==> config.mk <==
export PLATFORM = sky130hd
export DESIGN_NAME = lscs_ctrl
export DESIGN_NICKNAME = d
export VERILOG_FILES = /design/src/rtl/core/lscs_pkg.sv /design/src/rtl/core/lscs_ctrl.sv
export SDC_FILE = /design/constraint.sdc
export NUM_CORES = 1
export LEC_CHECK = 0
export ABC_AREA = 1
export BUFFER_PORTS_ARGS = -buffer_cell sky130_fd_sc_hd__buf_2
export CAP_MARGIN = 15
export CORE_ASPECT_RATIO = 1.75
export CORE_MARGIN = 4
export CORE_UTILIZATION = 30
export CTS_CLUSTER_DIAMETER = 150
export DETAILED_ROUTE_END_ITERATION = 10
export PLACE_DENSITY = 0.59
export SKIP_LAST_GASP = 1
export SYNTH_ARGS = -nofsm -noshare
export SYNTH_HDL_FRONTEND = slang
export SYNTH_SLANG_ARGS = --single-unit
==> constraint.sdc <==
create_clock -name clk_i -period 1.85 [get_ports clk_i]
set_input_delay 0.37 -clock clk_i [delete_from_list [all_inputs] [get_ports clk_i]]
set_output_delay 0.37 -clock clk_i [all_outputs]
set_load 0.05 [all_outputs]
==> src/rtl/core/lscs_pkg.sv <==
package lscs_pkg;

  localparam int unsigned MAX_SAMPLES     = 2048;
  localparam int unsigned SINE_TABLE_BITS = 10;

  localparam int unsigned IDX_W  = $clog2(MAX_SAMPLES);
  localparam int unsigned CNT_W  = IDX_W + 1;
  localparam int unsigned M2_W   = IDX_W + 1;
  localparam int unsigned A_W    = M2_W + 16;
  localparam int unsigned QSTEPS = 1 << SINE_TABLE_BITS;
  localparam int unsigned P_W    = SINE_TABLE_BITS + 2;
  localparam int unsigned K_W    = SINE_TABLE_BITS + 1;

  // phase = ((a + PH_BIAS) >> PH_SH) / 45, since a full circle is 45 * 2^20 units
  localparam int unsigned PH_SH   = 18 - SINE_TABLE_BITS;
  localparam int unsigned PH_BIAS = 45 << (PH_SH - 1);

  localparam int unsigned DIV_NW  = 32;
  localparam int unsigned MAGIC_W = 33;

  localparam logic [30:0] HALF_PI_Q30 = 31'd1686629713;
  localparam logic [30:0] ONE_Q30     = 31'h4000_0000;
  localparam logic [2:0]  LAST_TERM   = 3'd4;
  localparam logic [2:0]  DSEL_PHASE  = 3'd5;

  localparam logic [1:0] REG_RANGE_LIMIT = 2'd0;
  localparam logic [1:0] REG_X_OFFSET    = 2'd1;
  localparam logic [1:0] REG_ANGLE_STEP  = 2'd2;

  localparam logic [15:0] RST_RANGE_LIMIT = 16'd8000;
  localparam logic [15:0] RST_X_OFFSET    = 16'd450;
  localparam logic [15:0] RST_ANGLE_STEP  = 16'd32587;

  typedef struct packed {
    logic [15:0] range_limit_mm;
    logic [15:0] x_offset_mm;
    logic [15:0] angle_step;
  } cfg_t;

  typedef enum logic [4:0] {
    ST_IDLE, ST_RD0, ST_RD1, ST_MED, ST_MUL_A, ST_DIV_P, ST_WAIT_P, ST_SAVE_P,
    ST_MUL_K, ST_X, ST_MUL_X2, ST_X2, ST_MUL_T, ST_DIV_T, ST_WAIT_T, ST_SAVE_T,
    ST_MUL_XT, ST_MAG, ST_MUL_R, ST_SCALE, ST_OUT
  } state_e;

  typedef enum logic [4:0] {
    OP_NONE, OP_RD0, OP_RD1, OP_MED, OP_MUL_A, OP_DIV_P, OP_SAVE_P,
    OP_MUL_K, OP_X, OP_MUL_X2, OP_X2, OP_MUL_T, OP_DIV_T, OP_SAVE_T,
    OP_MUL_XT, OP_MAG, OP_MUL_R, OP_SCALE, OP_LOAD
  } op_e;

  typedef struct packed {
    op_e        op;
    logic       pass;
    logic [2:0] term;
  } cmd_t;

  typedef struct packed {
    logic close;
    logic div_done;
    logic out_free;
  } sts_t;

  typedef struct packed {
    logic [MAGIC_W-1:0] magic;
    logic [5:0]         shift;
  } recip_t;

  // exact floor division of a 32 bit value by a series divisor or by 45
  function automatic recip_t div_recip(input logic [2:0] dsel);
    recip_t r;
    unique case (dsel)
      3'd0:       r = '{magic: 33'd4997780127, shift: 6'd39};
      3'd1:       r = '{magic: 33'd7635497416, shift: 6'd39};
      3'd2:       r = '{magic: 33'd6544712071, shift: 6'd38};
      3'd3:       r = '{magic: 33'd6871947674, shift: 6'd37};
      LAST_TERM:  r = '{magic: 33'd5726623062, shift: 6'd35};
      DSEL_PHASE: r = '{magic: 33'd6108397933, shift: 6'd38};
      default:    r = '{magic: '0, shift: '0};
    endcase
    return r;
  endfunction

endpackage

==> src/rtl/core/lscs_ctrl.sv <==
module lscs_ctrl import lscs_pkg::*; (
  input  logic clk_i,
  input  logic rst_ni,
  input  logic in_accept_i,
  input  sts_t sts_i,
  output cmd_t cmd_o,
  output logic in_ready_o
);

  state_e     state_q, state_d;
  logic       pass_q, pass_d;
  logic [2:0] term_q, term_d;

  always_comb begin
    state_d = state_q;
    pass_d  = pass_q;
    term_d  = term_q;
    unique case (state_q)
      ST_IDLE: begin
        pass_d = 1'b0;
        if (in_accept_i && sts_i.close) state_d = ST_RD0;
      end
      ST_RD0:    state_d = ST_RD1;
      ST_RD1:    state_d = ST_MED;
      ST_MED:    state_d = ST_MUL_A;
      ST_MUL_A:  state_d = ST_DIV_P;
      ST_DIV_P:  state_d = ST_WAIT_P;
      ST_WAIT_P: if (sts_i.div_done) state_d = ST_SAVE_P;
      ST_SAVE_P: state_d = ST_MUL_K;
      ST_MUL_K:  state_d = ST_X;
      ST_X:      state_d = ST_MUL_X2;
      ST_MUL_X2: state_d = ST_X2;
      ST_X2: begin
        term_d  = '0;
        state_d = ST_MUL_T;
      end
      ST_MUL_T:  state_d = ST_DIV_T;
      ST_DIV_T:  state_d = ST_WAIT_T;
      ST_WAIT_T: if (sts_i.div_done) state_d = ST_SAVE_T;
      ST_SAVE_T: begin
        if (term_q == LAST_TERM) begin
          state_d = ST_MUL_XT;
        end else begin
          term_d  = term_q + 1'b1;
          state_d = ST_MUL_T;
        end
      end
      ST_MUL_XT: state_d = ST_MAG;
      ST_MAG:    state_d = ST_MUL_R;
      ST_MUL_R:  state_d = ST_SCALE;
      ST_SCALE: begin
        if (pass_q) begin
          state_d = ST_OUT;
        end else begin
          pass_d  = 1'b1;
          state_d = ST_MUL_K;
        end
      end
      ST_OUT:    if (sts_i.out_free) state_d = ST_IDLE;
      default:   state_d = ST_IDLE;
    endcase
  end

  always_comb begin
    cmd_o.pass = pass_q;
    cmd_o.term = term_q;
    in_ready_o = 1'b0;
    unique case (state_q)
      ST_IDLE: begin
        cmd_o.op   = OP_NONE;
        in_ready_o = 1'b1;
      end
      ST_RD0:    cmd_o.op = OP_RD0;
      ST_RD1:    cmd_o.op = OP_RD1;
      ST_MED:    cmd_o.op = OP_MED;
      ST_MUL_A:  cmd_o.op = OP_MUL_A;
      ST_DIV_P:  cmd_o.op = OP_DIV_P;
      ST_SAVE_P: cmd_o.op = OP_SAVE_P;
      ST_MUL_K:  cmd_o.op = OP_MUL_K;
      ST_X:      cmd_o.op = OP_X;
      ST_MUL_X2: cmd_o.op = OP_MUL_X2;
      ST_X2:     cmd_o.op = OP_X2;
      ST_MUL_T:  cmd_o.op = OP_MUL_T;
      ST_DIV_T:  cmd_o.op = OP_DIV_T;
      ST_SAVE_T: cmd_o.op = OP_SAVE_T;
      ST_MUL_XT: cmd_o.op = OP_MUL_XT;
      ST_MAG:    cmd_o.op = OP_MAG;
      ST_MUL_R:  cmd_o.op = OP_MUL_R;
      ST_SCALE:  cmd_o.op = OP_SCALE;
      ST_OUT:    cmd_o.op = sts_i.out_free ? OP_LOAD : OP_NONE;
      default:   cmd_o.op = OP_NONE;
    endcase
  end

  always_ff @(posedge clk_i or negedge rst_ni) begin
    if (!rst_ni) begin
      state_q <= ST_IDLE;
      pass_q  <= 1'b0;
      term_q  <= '0;
    end else begin
      state_q <= state_d;
      pass_q  <= pass_d;
      term_q  <= term_d;
    end
  end

  a_close_starts: assert property (@(posedge clk_i) disable iff (!rst_ni)
    in_accept_i && sts_i.close |=> state_q == ST_RD0)
    else $error("closing item did not start cone work");

  a_div_done_wait: assert property (@(posedge clk_i) disable iff (!rst_ni)
    sts_i.div_done |-> (state_q == ST_WAIT_P || state_q == ST_WAIT_T))
    else $error("divider finished outside a wait state");

  a_term_range: assert property (@(posedge clk_i) disable iff (!rst_ni)
    term_q <= LAST_TERM)
    else $error("series term count out of range");

endmodule

Word-level counts from Yosys, hierarchy flattened
Index checks and enable logic that the tools add are counted.
{"block": "totals", "register_bits": 9, "input_bits": 6, "out_inout_bits": 10, "elab_cells": 49}
{"block": "classes", "add_sub_neg": 1, "n_eq_ne": 26, "n_mux": 13, "reduce_logical": 6}
{"operator": "5-bit one-hot mux with 21 select lines", "count": 1}
{"operator": "5-bit one-hot mux with 18 select lines", "count": 1}
{"operator": "5-bit by 4-bit equality test with 1-bit output (second input constant)", "count": 8}
{"operator": "5-bit two-way mux", "count": 7}
{"operator": "5-bit equality test (second input constant)", "count": 5}
{"operator": "5-bit by 3-bit equality test with 1-bit output (second input constant)", "count": 4}
{"operator": "5-bit by 2-bit equality test with 1-bit output (second input constant)", "count": 2}
{"operator": "2-bit != test (second input constant)", "count": 5}
{"operator": "3-bit one-hot mux with 2 select lines", "count": 1}
{"operator": "5-bit by 1-bit equality test with 1-bit output (second input constant)", "count": 1}
{"operator": "5-bit zero test", "count": 1}
{"operator": "4-bit AND reduction", "count": 1}
{"operator": "2-bit nonzero test", "count": 2}
{"operator": "3-bit by 1-bit adder with 3-bit output (second input constant)", "count": 1}
{"operator": "3-bit equality test (second input constant)", "count": 1}
{"operator": "3-bit two-way mux", "count": 1}
{"operator": "1-bit one-hot mux with 2 select lines", "count": 1}
{"operator": "2-bit AND reduction", "count": 1}
{"operator": "1-bit logical AND", "count": 1}
{"operator": "1-bit two-way mux", "count": 1}

Logic depth before layout (Yosys ltp)
Gate-level depths: netlist of the first run.
{"block": "depth", "word_depth": 3, "depth_mapped": 9, "ltp_nobuf": 9}

Worst setup path after synthesis of the first run
OpenSTA, ideal clock, no wires.
{"block": "synth_timing", "kind": "reg2out", "start": "register state_q[4]", "end": "output port cmd_o[8] (netlist bit)", "t_arrival_ns": 1.597, "required_time_ns": 1.480, "path_slack_ns": -0.117, "stages_incl_launch_ff": 6, "path_buffers": 1, "cell_sequence": "dfrtp_1 -> buf_4 -> inv_2 -> nor2_1 -> inv_1 -> o22ai_1"}
{"item": "start, declared", "line_no": "lscs_ctrl.sv:10", "rtl": "state_e state_q, state_d;"}
{"item": "start signal, assigned", "line_no": "lscs_ctrl.sv:101", "rtl": "state_q <= state_d;"}
{"item": "end, declared", "line_no": "lscs_ctrl.sv:6", "rtl": "output cmd_t cmd_o,"}

==> results of run 1 <==
path summary, 6_finish.rpt:
| check | depth (start not counted) | start | endpoint |
|---|---|---|---|
| worst max-delay path | 7 | state_q[4] | cmd_o[6] |
| worst min-delay path | 5 | sts_i[2] | state_q[0] |
| worst max register to register | 8 | state_q[4] | term_q[1] |
| worst min register to register | 2 | pass_q | pass_q |
| max in group asynchronous | 2 | rst_ni | state_q[3] |
| min in group asynchronous | 2 | rst_ni | state_q[1] |
cell type report:
cell class | count | area, um^2
repair buffers | 33 | 258
clock inverters | 1 | 5.00
well taps | 26 | 32.5
fillers | 247 | 1260
clock buffers | 3 | 41.3
inverters | 22 | 87.6
multi-input cells | 97 | 604
flip-flops and latches | 9 | 230
placed cells by master (no fill, tap or decap), types with 3 or more instances in the layout:
cell type,Yosys,layout
nand2_4,0,5
inv_1,21,14
nand3_1,10,9
nand4_1,6,6
o21ai_0,6,3
nand2_1,36,29
inv_2,1,6
buf_6,0,8
nor2_2,1,4
buf_4,2,15
clkbuf_8,0,3
nand2_2,2,4
nor2_1,19,9
nor2_4,2,9
dfrtp_1,9,5
dfrtp_2,0,4
nor3_2,0,3
buf_2,0,9
tightest hold or removal path: cells and delay by family:
kind | cells | cell delay, ns
AND/OR/NAND/NOR | 3 | 0.18
AO/OA/AOI/OAI | 1 | 0.04
buffers and inverters | 1 | 0.10
through the flow:
step           total power, W  instance area, um^2  hold slack [ns]  worst slack [ns]  setup TNS (ns)
2_1_floorplan         0.00125                  797           0.0744             0.109               0
5_1_grt               0.00254                 1260            0.533           -0.0784          -0.298
3_3_place_gp          0.00162                  957            0.228            0.0319               0
6_report              0.00239                 1260            0.493           0.00339               0
4_1_cts               0.00216                 1140            0.486          -0.00975         -0.0198
3_5_place_dp          0.00162                  957            0.228            0.0487               0
sequential cells by signal (all words and copies together) (netlist names):
name and cells:
term_q 3, state_q 5, pass_q 1
power breakdown:
group	internal (W)	total, W	leakage, nW	switching [W]
Clock	0.000147	0.000226	0.0255	0.0000787
Sequential	0.000269	0.000377	0.113	0.000108
Combinational	0.000673	0.00179	0.534	0.00112
per-layer routing:
layer  vias up  part of all wire  global-route usage
met3        14             0.030             0.00948
met4         0             0.052               0.114
met1       456              0.37               0.156
met5         -                 0                   0
met2        30              0.54               0.244
li1        487                 -                   -
logic make-up after synthesis:
family | after synthesis | synth area share
flip-flops | 9 | 0.285
buffers and inverters | 24 | 0.123
AO/OA/AOI/OAI | 12 | 0.0839
AND/OR/NAND/NOR | 82 | 0.465
XOR/XNOR | 1 | 0.0111
adder cells (fa/ha/maj) | 2 | 0.0316
what timing repair did:
action | 4_1_cts | 5_1_grt
resized for setup | 31 | 36
hold endpoints to repair | 9 | 0
setup endpoints to repair | 5 | 6
hold buffers | 1 | 0
pin swaps | 2 | 9
cloned | 0 | 0
setup buffers | 6 | 2
==> reports/metrics.csv, run 1 <==
stage,metric,value,unit
placed_design,IO Port Bufs,15,
yosys,#FFs+latches synth,9,
cells_and_area,final core occ,0.499,
cells_and_area,synthesis-to-layout area growth,59.2,%
sta,Worst-Margin Slew,0.234,ns
critical_path,CP Max Fanout,5,
yosys,leading area contributor after synthesis,dfrtp_1,
yosys,post-synthesis instance area,791,um^2
drt,detailed-route wire length,2570,um
sta,Hold Fails Final Rpt,0,
drt,Routed wire per std cell,13.4,um
critical_path,CP Capture Type,output port,
run,MaxCap Viol Count,0,
sta,Tmin final,1.85,ns
pwr,total power divided by cell area,1900,nW/um^2
critical_path,flop-to-flop setup slack,0.44,ns
floorplanning,Die H,75.9,um
drt,vias post-DR,987,
placed_design,RePlAce Congestion,0.988,
yosys,Main synth FF type,dfrtp_1,
sta,Clock Skews,0.000246,ns
yosys,Synth top area share,0.285,
yosys,fraction of the yosys area taken by sequential cells,0.285,
pwr,Peak VDD IR,1.02,mV
sta,Max-Slew Margin vs Limit,0.843,
clock_tree,CTS tree,built,
grt,largest net degree at the start of global routing,11,
cells_and_area,share of cells above drive strength 1,0.467,
critical_path,Top delay family on crit path,simple AND/OR/NAND/NOR gates,
floorplanning,Site Rows,24,
pwr,P_leak,0.673,nW
yosys,Synth Warn #,0,
grt,vias in the first global route,1007,
floorplanning,Die Span X,46.8,um
placed_design,HPWL after detailed placement,1890,um
grt,global-route wire length before repair,4010,um
grt,total global-route track usage,0.147,
yosys,per-instance average area after synthesis,6.08,um^2
clock_tree,Worst-Skew Late Latency,0.23,ns
yosys,Synth top cells by count,"nand2_1, inv_1, nor2_1",
yosys,most numerous cell in the Yosys netlist,nand2_1,
outcome,status,"complete, no violations",
clock_tree,Clock Tree Root,clkbuf_8,
yosys,"Distinct cells, synth",20,
drt,vias per inst,5.17,
critical_path,crit-path cells,buf_4 -> nor2_4 -> inv_1 -> nor2_1 -> nor3_1 -> nand2_1 -> buf_6,
grt,gr ovfl total,0,
sta,fmax,542,MHz
floorplanning,Initial Util,0.313,
clock_tree,"Reg clk slew, reported paths",0.04,ns
drt,DRC Markers,0,
sta,Tcrit/Tclk final,0.998,
yosys,Synthesized Nets,138,
clock_tree,htree depth,1,
critical_path,"Data arrival, critical path",1.48,ns
yosys,Post-synth ARST share,1.00,
floorplanning,core box area,2520,um^2
cells_and_area,"Cell Count, Final, Fillers Out",191,
critical_path,max incr delay on CP,0.41,ns
yosys,Area contributors post-synth,"dfrtp_1, nand2_1, inv_1",
drt,First-pass DRT Iterations,4,
critical_path,Crit Path Category,flop to output port,
drt,initial DRC count,23,
yosys,Syn Inst Count,130,
yosys,"EDFF count, synth",0,
sta,"Slew Viols, Final",0,
floorplanning,I/O pins,16,
min_path,Worst Hold Class,primary input to flop,
clock_tree,clock sink count,9,
clock_tree,clk buf depth,2,
floorplanning,DIE AREA,3550,um^2
drt,Antenna Nets Post-Route,0,
cells_and_area,number of antenna diodes,0,
grt,antenna violations before repair,0,
sta,unrepaired setup endpoints after global routing,true,
cells_and_area,# nets final,174,
clock_tree,cts bufs inserted,3,
critical_path,Setup crit start kind,flop,
critical_path,Critical Path RT,1.48,ns
sta,Setup-failing EPs final,0,
critical_path,cell type of the slowest stage on the worst timing path,dfrtp_1,
placed_design,Placed Instances,178,
critical_path,Worst Path Buf+Inv,3,
Note: power is estimated with default switching activity, not from simulation.
==> run 2, diff against run 1 <==
--- a/config.mk
+++ b/config.mk
@@ -5,7 +5,7 @@
 export SDC_FILE = /design/constraint.sdc
 export NUM_CORES = 1
 export LEC_CHECK = 0
-export ABC_AREA = 1
+export ABC_AREA = 0
 export BUFFER_PORTS_ARGS = -buffer_cell sky130_fd_sc_hd__buf_2
 export CAP_MARGIN = 15
 export CORE_ASPECT_RATIO = 1.75
==> run 2 against run 1 <==
Hold slack worse by 0.037 ns. Critical path depth fell by 2. Worst setup slack about the same. Final area decreased by 14%. Register-to-register slack worse by 0.33 ns. Count of clock-buffer cells in the layout increased by 1. Combinational power is 3% lower. Clock power rose by 5%. Critical path type unchanged. Critical endpoint is now cmd_o[5]. Largest power group unchanged. Highest routed layer unchanged.
==> reports/metrics.csv, run 2 <==
stage,metric,value,unit,change
outcome,status,"complete, no violations",,unchanged
sta,unrepaired setup endpoints after global routing,true,,unchanged
yosys,Syn Inst Count,92,,was 130
yosys,#FFs+latches synth,9,,unchanged
sta,fmax,542,MHz,unchanged
critical_path,CP Capture Type,output port,,unchanged
cells_and_area,Largest Register,state_q,,unchanged
pwr,Tot Pwr,0.00239,W,about the same
yosys,"EDFF count, synth",0,,unchanged
sta,Tcrit/Tclk final,0.998,,about the same
cells_and_area,# nets final,131,,was 174
pwr,total power divided by cell area,2210,nW/um^2,was 1900 nW/um^2
yosys,per-instance average area after synthesis,7.70,um^2,was 6.08 um^2
sta,Max-Slew Margin vs Limit,0.691,,was 0.843
yosys,"Distinct cells, synth",35,,was 20
grt,largest net degree at the start of global routing,15,,was 11
yosys,Synth top cells by count,"nor2_1, dfrtp_1, nand2_1",,"was nand2_1, inv_1, nor2_1"
drt,First-pass DRT Iterations,4,,unchanged
placed_design,HPWL after detailed placement,1750,um,was 1890 um
critical_path,Critical Path RT,1.48,ns,about the same
yosys,Synth top area share,0.318,,was 0.285
cells_and_area,"commonest non-fill, non-tap cells in the layout","buf_4, buf_2, nand2_1, nor2_1, a21oi_1",,"was nand2_1, buf_4, inv_1"
drt,Routed wire per std cell,17.8,um,was 13.4 um
cells_and_area,Largest regs,"state_q (5), term_q (3), pass_q (1)",,unchanged
sta,Clock Skews,0.00284,ns,was 0.000246 ns
critical_path,CP Max Fanout,6,,was 5
yosys,Post-Synth Adder-Cell Area,0.0353,,was 0.0316
yosys,leading area contributor after synthesis,dfrtp_1,,unchanged
yosys,most numerous cell in the Yosys netlist,nor2_1,,was nand2_1
floorplanning,Site Rows,23,,was 24
yosys,largest family of logic cells by synthesized area,simple AND/OR/NAND/NOR gates,,unchanged
clock_tree,clock sink count,9,,unchanged
sta,Hold Fails Final Rpt,0,,unchanged
min_path,Worst Hold Class,primary input to flop,,unchanged
sta,Setup-failing EPs final,0,,unchanged
yosys,post-synthesis instance area,708,um^2,was 791 um^2
grt,global-route wire length before repair,3910,um,was 4010 um
drt,DRC Markers,0,,unchanged
clock_tree,CTS tree,built,,unchanged
drt,vias per inst,5.82,,was 5.17
placed_design,IO Port Bufs,15,,unchanged
pwr,Peak VDD IR,1.15,mV,was 1.02 mV
cells_and_area,max FFs per register,5,,unchanged
placed_design,placed cell areas,878,um^2,was 957 um^2
clock_tree,"Reg clk slew, reported paths",0.05,ns,was 0.04 ns
drt,initial DRC count,36,,was 23
critical_path,Setup crit start kind,flop,,unchanged
clock_tree,Clock Tree Root,clkbuf_8,,unchanged
pwr,P_leak,0.495,nW,was 0.673 nW
floorplanning,Die H,72.3,um,was 75.9 um
placed_design,RePlAce Congestion,0.890,,was 0.988
yosys,Main synth FF type,dfrtp_1,,unchanged
clock_tree,clk buf depth,2,,unchanged
cells_and_area,share of cells above drive strength 1,0.475,,was 0.467
yosys,Synth Area in Compound Gates,0.265,,was 0.0839
drt,detailed-route wire length,2620,um,was 2570 um
yosys,fraction of the yosys area taken by sequential cells,0.318,,was 0.285
yosys,xor/xnor cell area share of the yosys netlist,0.0124,,was 0.0111
yosys,Area contributors post-synth,"dfrtp_1, nor2_1, a21oi_1",,"was dfrtp_1, nand2_1, inv_1"
sta,Worst-Margin Slew,0.452,ns,was 0.234 ns
yosys,Synth Area in Simple Gates,0.295,,was 0.465
clock_tree,cts bufs inserted,3,,unchanged
grt,total global-route track usage,0.166,,was 0.147
yosys,Synth Warn #,0,,unchanged
sta,Tmin final,1.85,ns,about the same
critical_path,"Data arrival, critical path",1.48,ns,about the same
cells_and_area,synthesis-to-layout area growth,52.8,%,was 59.2%
clock_tree,Worst-Skew Late Latency,0.24,ns,was 0.23 ns
drt,Antenna Nets Post-Route,0,,unchanged
drt,vias post-DR,855,,was 987
sta,"Slew Viols, Final",0,,unchanged
floorplanning,Initial Util,0.312,,was 0.313
cells_and_area,"commonest non-fill, non-tap cell in the layout",buf_4,,was nand2_1
run,MaxCap Viol Count,0,,unchanged
floorplanning,core box area,2270,um^2,was 2520 um^2
yosys,mux cell area share after synthesis,0,,unchanged
grt,gr ovfl total,0,,unchanged
yosys,Synthesized Nets,100,,was 138
clock_tree,htree depth,1,,unchanged
floorplanning,I/O pins,16,,unchanged
floorplanning,Die Span X,44.7,um,was 46.8 um
yosys,Post-synth ARST share,1.00,,unchanged
floorplanning,DIE AREA,3230,um^2,was 3550 um^2
grt,antenna violations before repair,0,,unchanged
cells_and_area,cell area after layout,1080,um^2,was 1260 um^2
grt,vias in the first global route,877,,"was 1,007"
critical_path,Crit Path Category,flop to output port,,unchanged
cells_and_area,number of antenna diodes,0,,unchanged
==> run 2: cells by family after synthesis <==
logic type,Yosys count
and+or+nand+nor,40
AOI/OAI and AO/OA,28
buffers and inverters,12
DFF,9
adders and majority gates,2
xor gates and xnor gates,1
==> run 2: routing by layer <==
metal  GRT usage  share of wire  up-vias
met3      0.0248          0.059       15
li1            -              -      394
met4       0.104          0.057        0
met1       0.168           0.34      398
met2       0.299           0.54       48
met5           0              0        -
==> run 2: final cells by class <==
| type | count | area, um^2 |
|---|---|---|
| clock buffer | 4 | 45.0 |
| fill | 224 | 1190 |
| inverter | 5 | 18.8 |
| multi-input combinational | 71 | 489 |
| sequential | 9 | 231 |
| tap | 25 | 31.3 |
| timing repair buffer | 33 | 267 |
==> run 2: path summary, 6_finish.rpt <==
kind	start	endpoint	slack [ns]	cells after the start
worst min register to register	term_q[0]	term_q[0]	0.53	1
worst min-delay path	sts_i[2]	state_q[0]	0.46	3
worst max register to register	state_q[4]	term_q[2]	0.11	7
worst max-delay path	state_q[1]	cmd_o[5]	0.003	5
max in group asynchronous	rst_ni	state_q[0]	1.11	2
min in group asynchronous	rst_ni	term_q[1]	0.53	2
==> run 2: stage by stage <==
| stage | instances | TNS [ns] | worst slack, ns | utilization | hold WS (ns) |
|---|---|---|---|---|---|
| 2_1_floorplan | 92 | -0.123 | -0.123 | - | 0.0744 |
| 3_3_place_gp | 134 | 0 | 0.125 | 0.386 | 0.244 |
| 3_5_place_dp | 134 | 0 | 0.0678 | 0.386 | 0.244 |
| 4_1_cts | 143 | 0 | 0.000201 | 0.441 | 0.453 |
| 5_1_grt | 147 | -0.119 | -0.0494 | 0.476 | 0.466 |
| 6_report | 147 | 0 | 0.00339 | 0.476 | 0.456 |
==> run 2: where the power goes <==
| group | leakage [nW] | switching (W) | total, W | internal (W) |
|---|---|---|---|---|
| clock network | 0.0228 | 0.0000861 | 0.000237 | 0.000151 |
| logic | 0.365 | 0.00103 | 0.00173 | 0.000696 |
| registers | 0.107 | 0.000150 | 0.000428 | 0.000279 |
==> run 2: repair_timing <==
action | 4_1_cts | 5_1_grt
setup endpoints to repair | 6 | 6
pin swaps | 0 | 4
setup buffers | 4 | 4
endpoints found under the hold margin | 9 | 0
resized for setup | 13 | 16
hold buffers | 1 | 0
==> run 2: worst max-delay path: stages (launching register included) <==
cell       delay [ns]
dfrtp_2          0.46
buf_4            0.17
nor2b_1          0.18
a2bb2oi_2        0.09
o22ai_2          0.16
buf_6            0.18
==> run 3, diff against run 2 <==
--- a/config.mk
+++ b/config.mk
@@ -8,7 +8,7 @@
 export ABC_AREA = 0
 export BUFFER_PORTS_ARGS = -buffer_cell sky130_fd_sc_hd__buf_2
 export CAP_MARGIN = 15
-export CORE_ASPECT_RATIO = 1.75
+export CORE_ASPECT_RATIO = 1.25
 export CORE_MARGIN = 4
 export CORE_UTILIZATION = 30
 export CTS_CLUSTER_DIAMETER = 150
==> run 3 against run 2 <==
The flow now finishes with violations (negative setup slack). Clock skew up 0.0019 ns. Global-route usage down 3.8 points. Count of clock-buffer cells in the layout unchanged. Combinational power up 5%. Largest power group unchanged.
==> reports/metrics.csv, run 3 (synthesized netlist as in run 2, its figures left out) <==
stage,metric,value,unit,change
clock_tree,Worst-Skew Late Latency,0.27,ns,was 0.24 ns
cells_and_area,area of the multi-input gates,517,um^2,was 489 um^2
floorplanning,Initial Util,0.317,,was 0.312
cells_and_area,share of cells above drive strength 1,0.480,,was 0.475
cells_and_area,Largest regs,"state_q (5), term_q (3), pass_q (1)",,unchanged
sta,Setup-failing EPs final,2,,was 0
clock_tree,clock sink count,9,,unchanged
critical_path,RR Startpoint,state_q[2],,was state_q[4]
grt,vias in the first global route,728,,was 877
sta,Tmin final,1.85,ns,about the same
sta,Clock Skews,0.00477,ns,was 0.00284 ns
floorplanning,Die H,62.3,um,was 72.3 um
drt,detailed-route wire length,2270,um,was 2620 um
critical_path,max incr delay on CP,0.49,ns,was 0.46 ns
drt,Routed wire per std cell,14.6,um,was 17.8 um
critical_path,"Data arrival, critical path",1.48,ns,about the same
placed_design,HPWL after detailed placement,1410,um,was 1750 um
grt,largest net degree at the start of global routing,15,,unchanged
sta,unrepaired setup endpoints after global routing,true,,unchanged
critical_path,Setup crit start kind,flop,,unchanged
critical_path,Critical Path RT,1.48,ns,about the same
drt,DRC Markers,0,,unchanged
critical_path,CP Capture Type,output port,,unchanged
outcome,status,"complete, but fails checks",,"was complete, no violations"
grt,global-route wire length before repair,3240,um,was 3910 um
critical_path,crit-path cells,nor2_1 -> a21oi_1 -> o22ai_2 -> buf_4,,was buf_4 -> nor2b_1 -> a2bb2oi_2 -> o22ai_2 -> buf_6
sta,Max-Slew Margin vs Limit,0.729,,was 0.691
cells_and_area,Largest Register,state_q,,unchanged
run,MaxCap Viol Count,0,,unchanged
min_path,hold_sp,sts_i[2],,unchanged
floorplanning,Site Rows,19,,was 23
drt,vias per inst,5.29,,was 5.82
sta,fmax,540,MHz,was 542 MHz
drt,vias post-DR,825,,was 855
sta,Hold Fails Final Rpt,0,,unchanged
pwr,total power divided by cell area,2160,nW/um^2,was 2210 nW/um^2
cells_and_area,"commonest non-fill, non-tap cells in the layout","buf_4, nand2_1, buf_2, nor2_1, a21oi_1",,"was buf_4, buf_2, nand2_1, nor2_1, a21oi_1"
placed_design,IO Port Bufs,15,,unchanged
cells_and_area,"commonest non-fill, non-tap cell in the layout",buf_4,,unchanged
clock_tree,htree depth,1,,unchanged
drt,First-pass DRT Iterations,4,,unchanged
floorplanning,DIE AREA,3210,um^2,was 3230 um^2
cells_and_area,# nets final,134,,was 131
sta,fin worst setup slack,-0.00305,ns,was 0.00339 ns
cells_and_area,Seq. cell area,231,um^2,unchanged
pwr,Peak VDD IR,1.27,mV,was 1.15 mV
critical_path,Crit Path Category,flop to output port,,unchanged
sta,Worst-Margin Slew,0.396,ns,was 0.452 ns
cells_and_area,max FFs per register,5,,unchanged
floorplanning,Die Span X,51.5,um,was 44.7 um
cells_and_area,synthesis-to-layout area growth,57.8,%,was 52.8%
placed_design,RePlAce Congestion,0.886,,was 0.890
grt,antenna violations before repair,0,,unchanged
cells_and_area,number of antenna diodes,0,,unchanged
sta,worst hold margin,0.377,ns,was 0.456 ns
clock_tree,"Reg clk slew, reported paths",0.07,ns,was 0.05 ns
sta,Setup TNS Final,-0.00490,ns,was 0 ns
sta,Tcrit/Tclk final,1.00,,was 0.998
critical_path,cell type of the slowest stage on the worst timing path,dfrtp_2,,unchanged
sta,"Slew Viols, Final",0,,unchanged
grt,gr ovfl total,0,,unchanged
grt,total global-route track usage,0.128,,was 0.166
clock_tree,cts bufs inserted,3,,unchanged
min_path,Worst Hold Class,primary input to flop,,unchanged
clock_tree,CTS tree,built,,unchanged
critical_path,CP Max Fanout,8,,was 6
cells_and_area,Fill cells,227,,was 224
placed_design,Place WS,0.111,ns,was 0.0678 ns
floorplanning,I/O pins,16,,unchanged
critical_path,crit path from,state_q[3],,was state_q[1]
outcome,violated checks,negative setup slack,,
clock_tree,Clock Tree Root,clkbuf_4,,was clkbuf_8
drt,Antenna Nets Post-Route,0,,unchanged
clock_tree,clk buf depth,2,,unchanged
floorplanning,core box area,2230,um^2,was 2270 um^2
drt,initial DRC count,26,,was 36
pwr,P_leak,0.504,nW,was 0.495 nW
run 3: cell count changes in the layout (fill, tap and decap cells not counted), moves of 2 or more:
| cell | before | now |
|---|---|---|
| a21oi_2 | 2 | 0 |
| buf_4 | 13 | 19 |
| clkbuf_4 | 1 | 3 |
| clkbuf_8 | 3 | 0 |
| nor2_2 | 5 | 3 |
| nor2_4 | 1 | 3 |
run 3: critical path, delay by kind of cell, from the launching register on:
| kind | cells | cell delay [ns] |
|---|---|---|
| flip-flops | 1 | 0.49 |
| AND/OR/NAND/NOR | 1 | 0.26 |
| AO/OA/AOI/OAI | 2 | 0.24 |
| buffers and inverters | 1 | 0.21 |
run 3: metal layers:
metal	global-route usage	up-vias	wire length, um
met5	0	-	0
met4	0.0426	0	30
met3	0.0335	6	96
met2	0.217	28	1200
met1	0.154	394	940
li1	-	397	-
run 3: what timing repair did:
item                                   in CTS  in global routing
hold buffers                                1                  0
gates cloned                                0                  0
gates resized for setup                    13                 24
buffers inserted                            2                  8
pin swaps                                   0                  9
endpoints found under the hold margin       9                  0
setup endpoints to repair                   5                  6
run 3: final timing paths:
kind,cells after the start,to,slack (ns)
max,4,cmd_o[7],-0.003
max reg2reg,6,state_q[2],0.17
min reg2reg,1,term_q[0],0.54
max in group asynchronous,2,state_q[4],1.15
min,3,state_q[0],0.38
min in group asynchronous,2,pass_q,0.49
run 3: power breakdown:
| part | total [W] | internal [W] | switching [W] | leakage, nW |
|---|---|---|---|---|
| registers | 0.000436 | 0.000278 | 0.000159 | 0.107 |
| clock network | 0.000162 | 0.0000834 | 0.0000791 | 0.0150 |
| logic | 0.00181 | 0.000790 | 0.00103 | 0.382 |
run 3: layout make-up:
type	instances	share of cell area
multi-input combinational	71	0.462
timing repair buffer	36	0.255
sequential	9	0.207
tap	31	0.0347
clock buffer	4	0.0235
inverter	5	0.0168
run 3: per-stage QoR:
stage	area, um^2	total power (W)	cells	utilization
floorplan	726	0.00140	92	-
global placement	881	0.00174	141	0.394
detailed placement	881	0.00174	141	0.394
CTS	972	0.00208	148	0.435
global route	1120	0.00257	156	0.500
finish	1120	0.00241	156	0.500
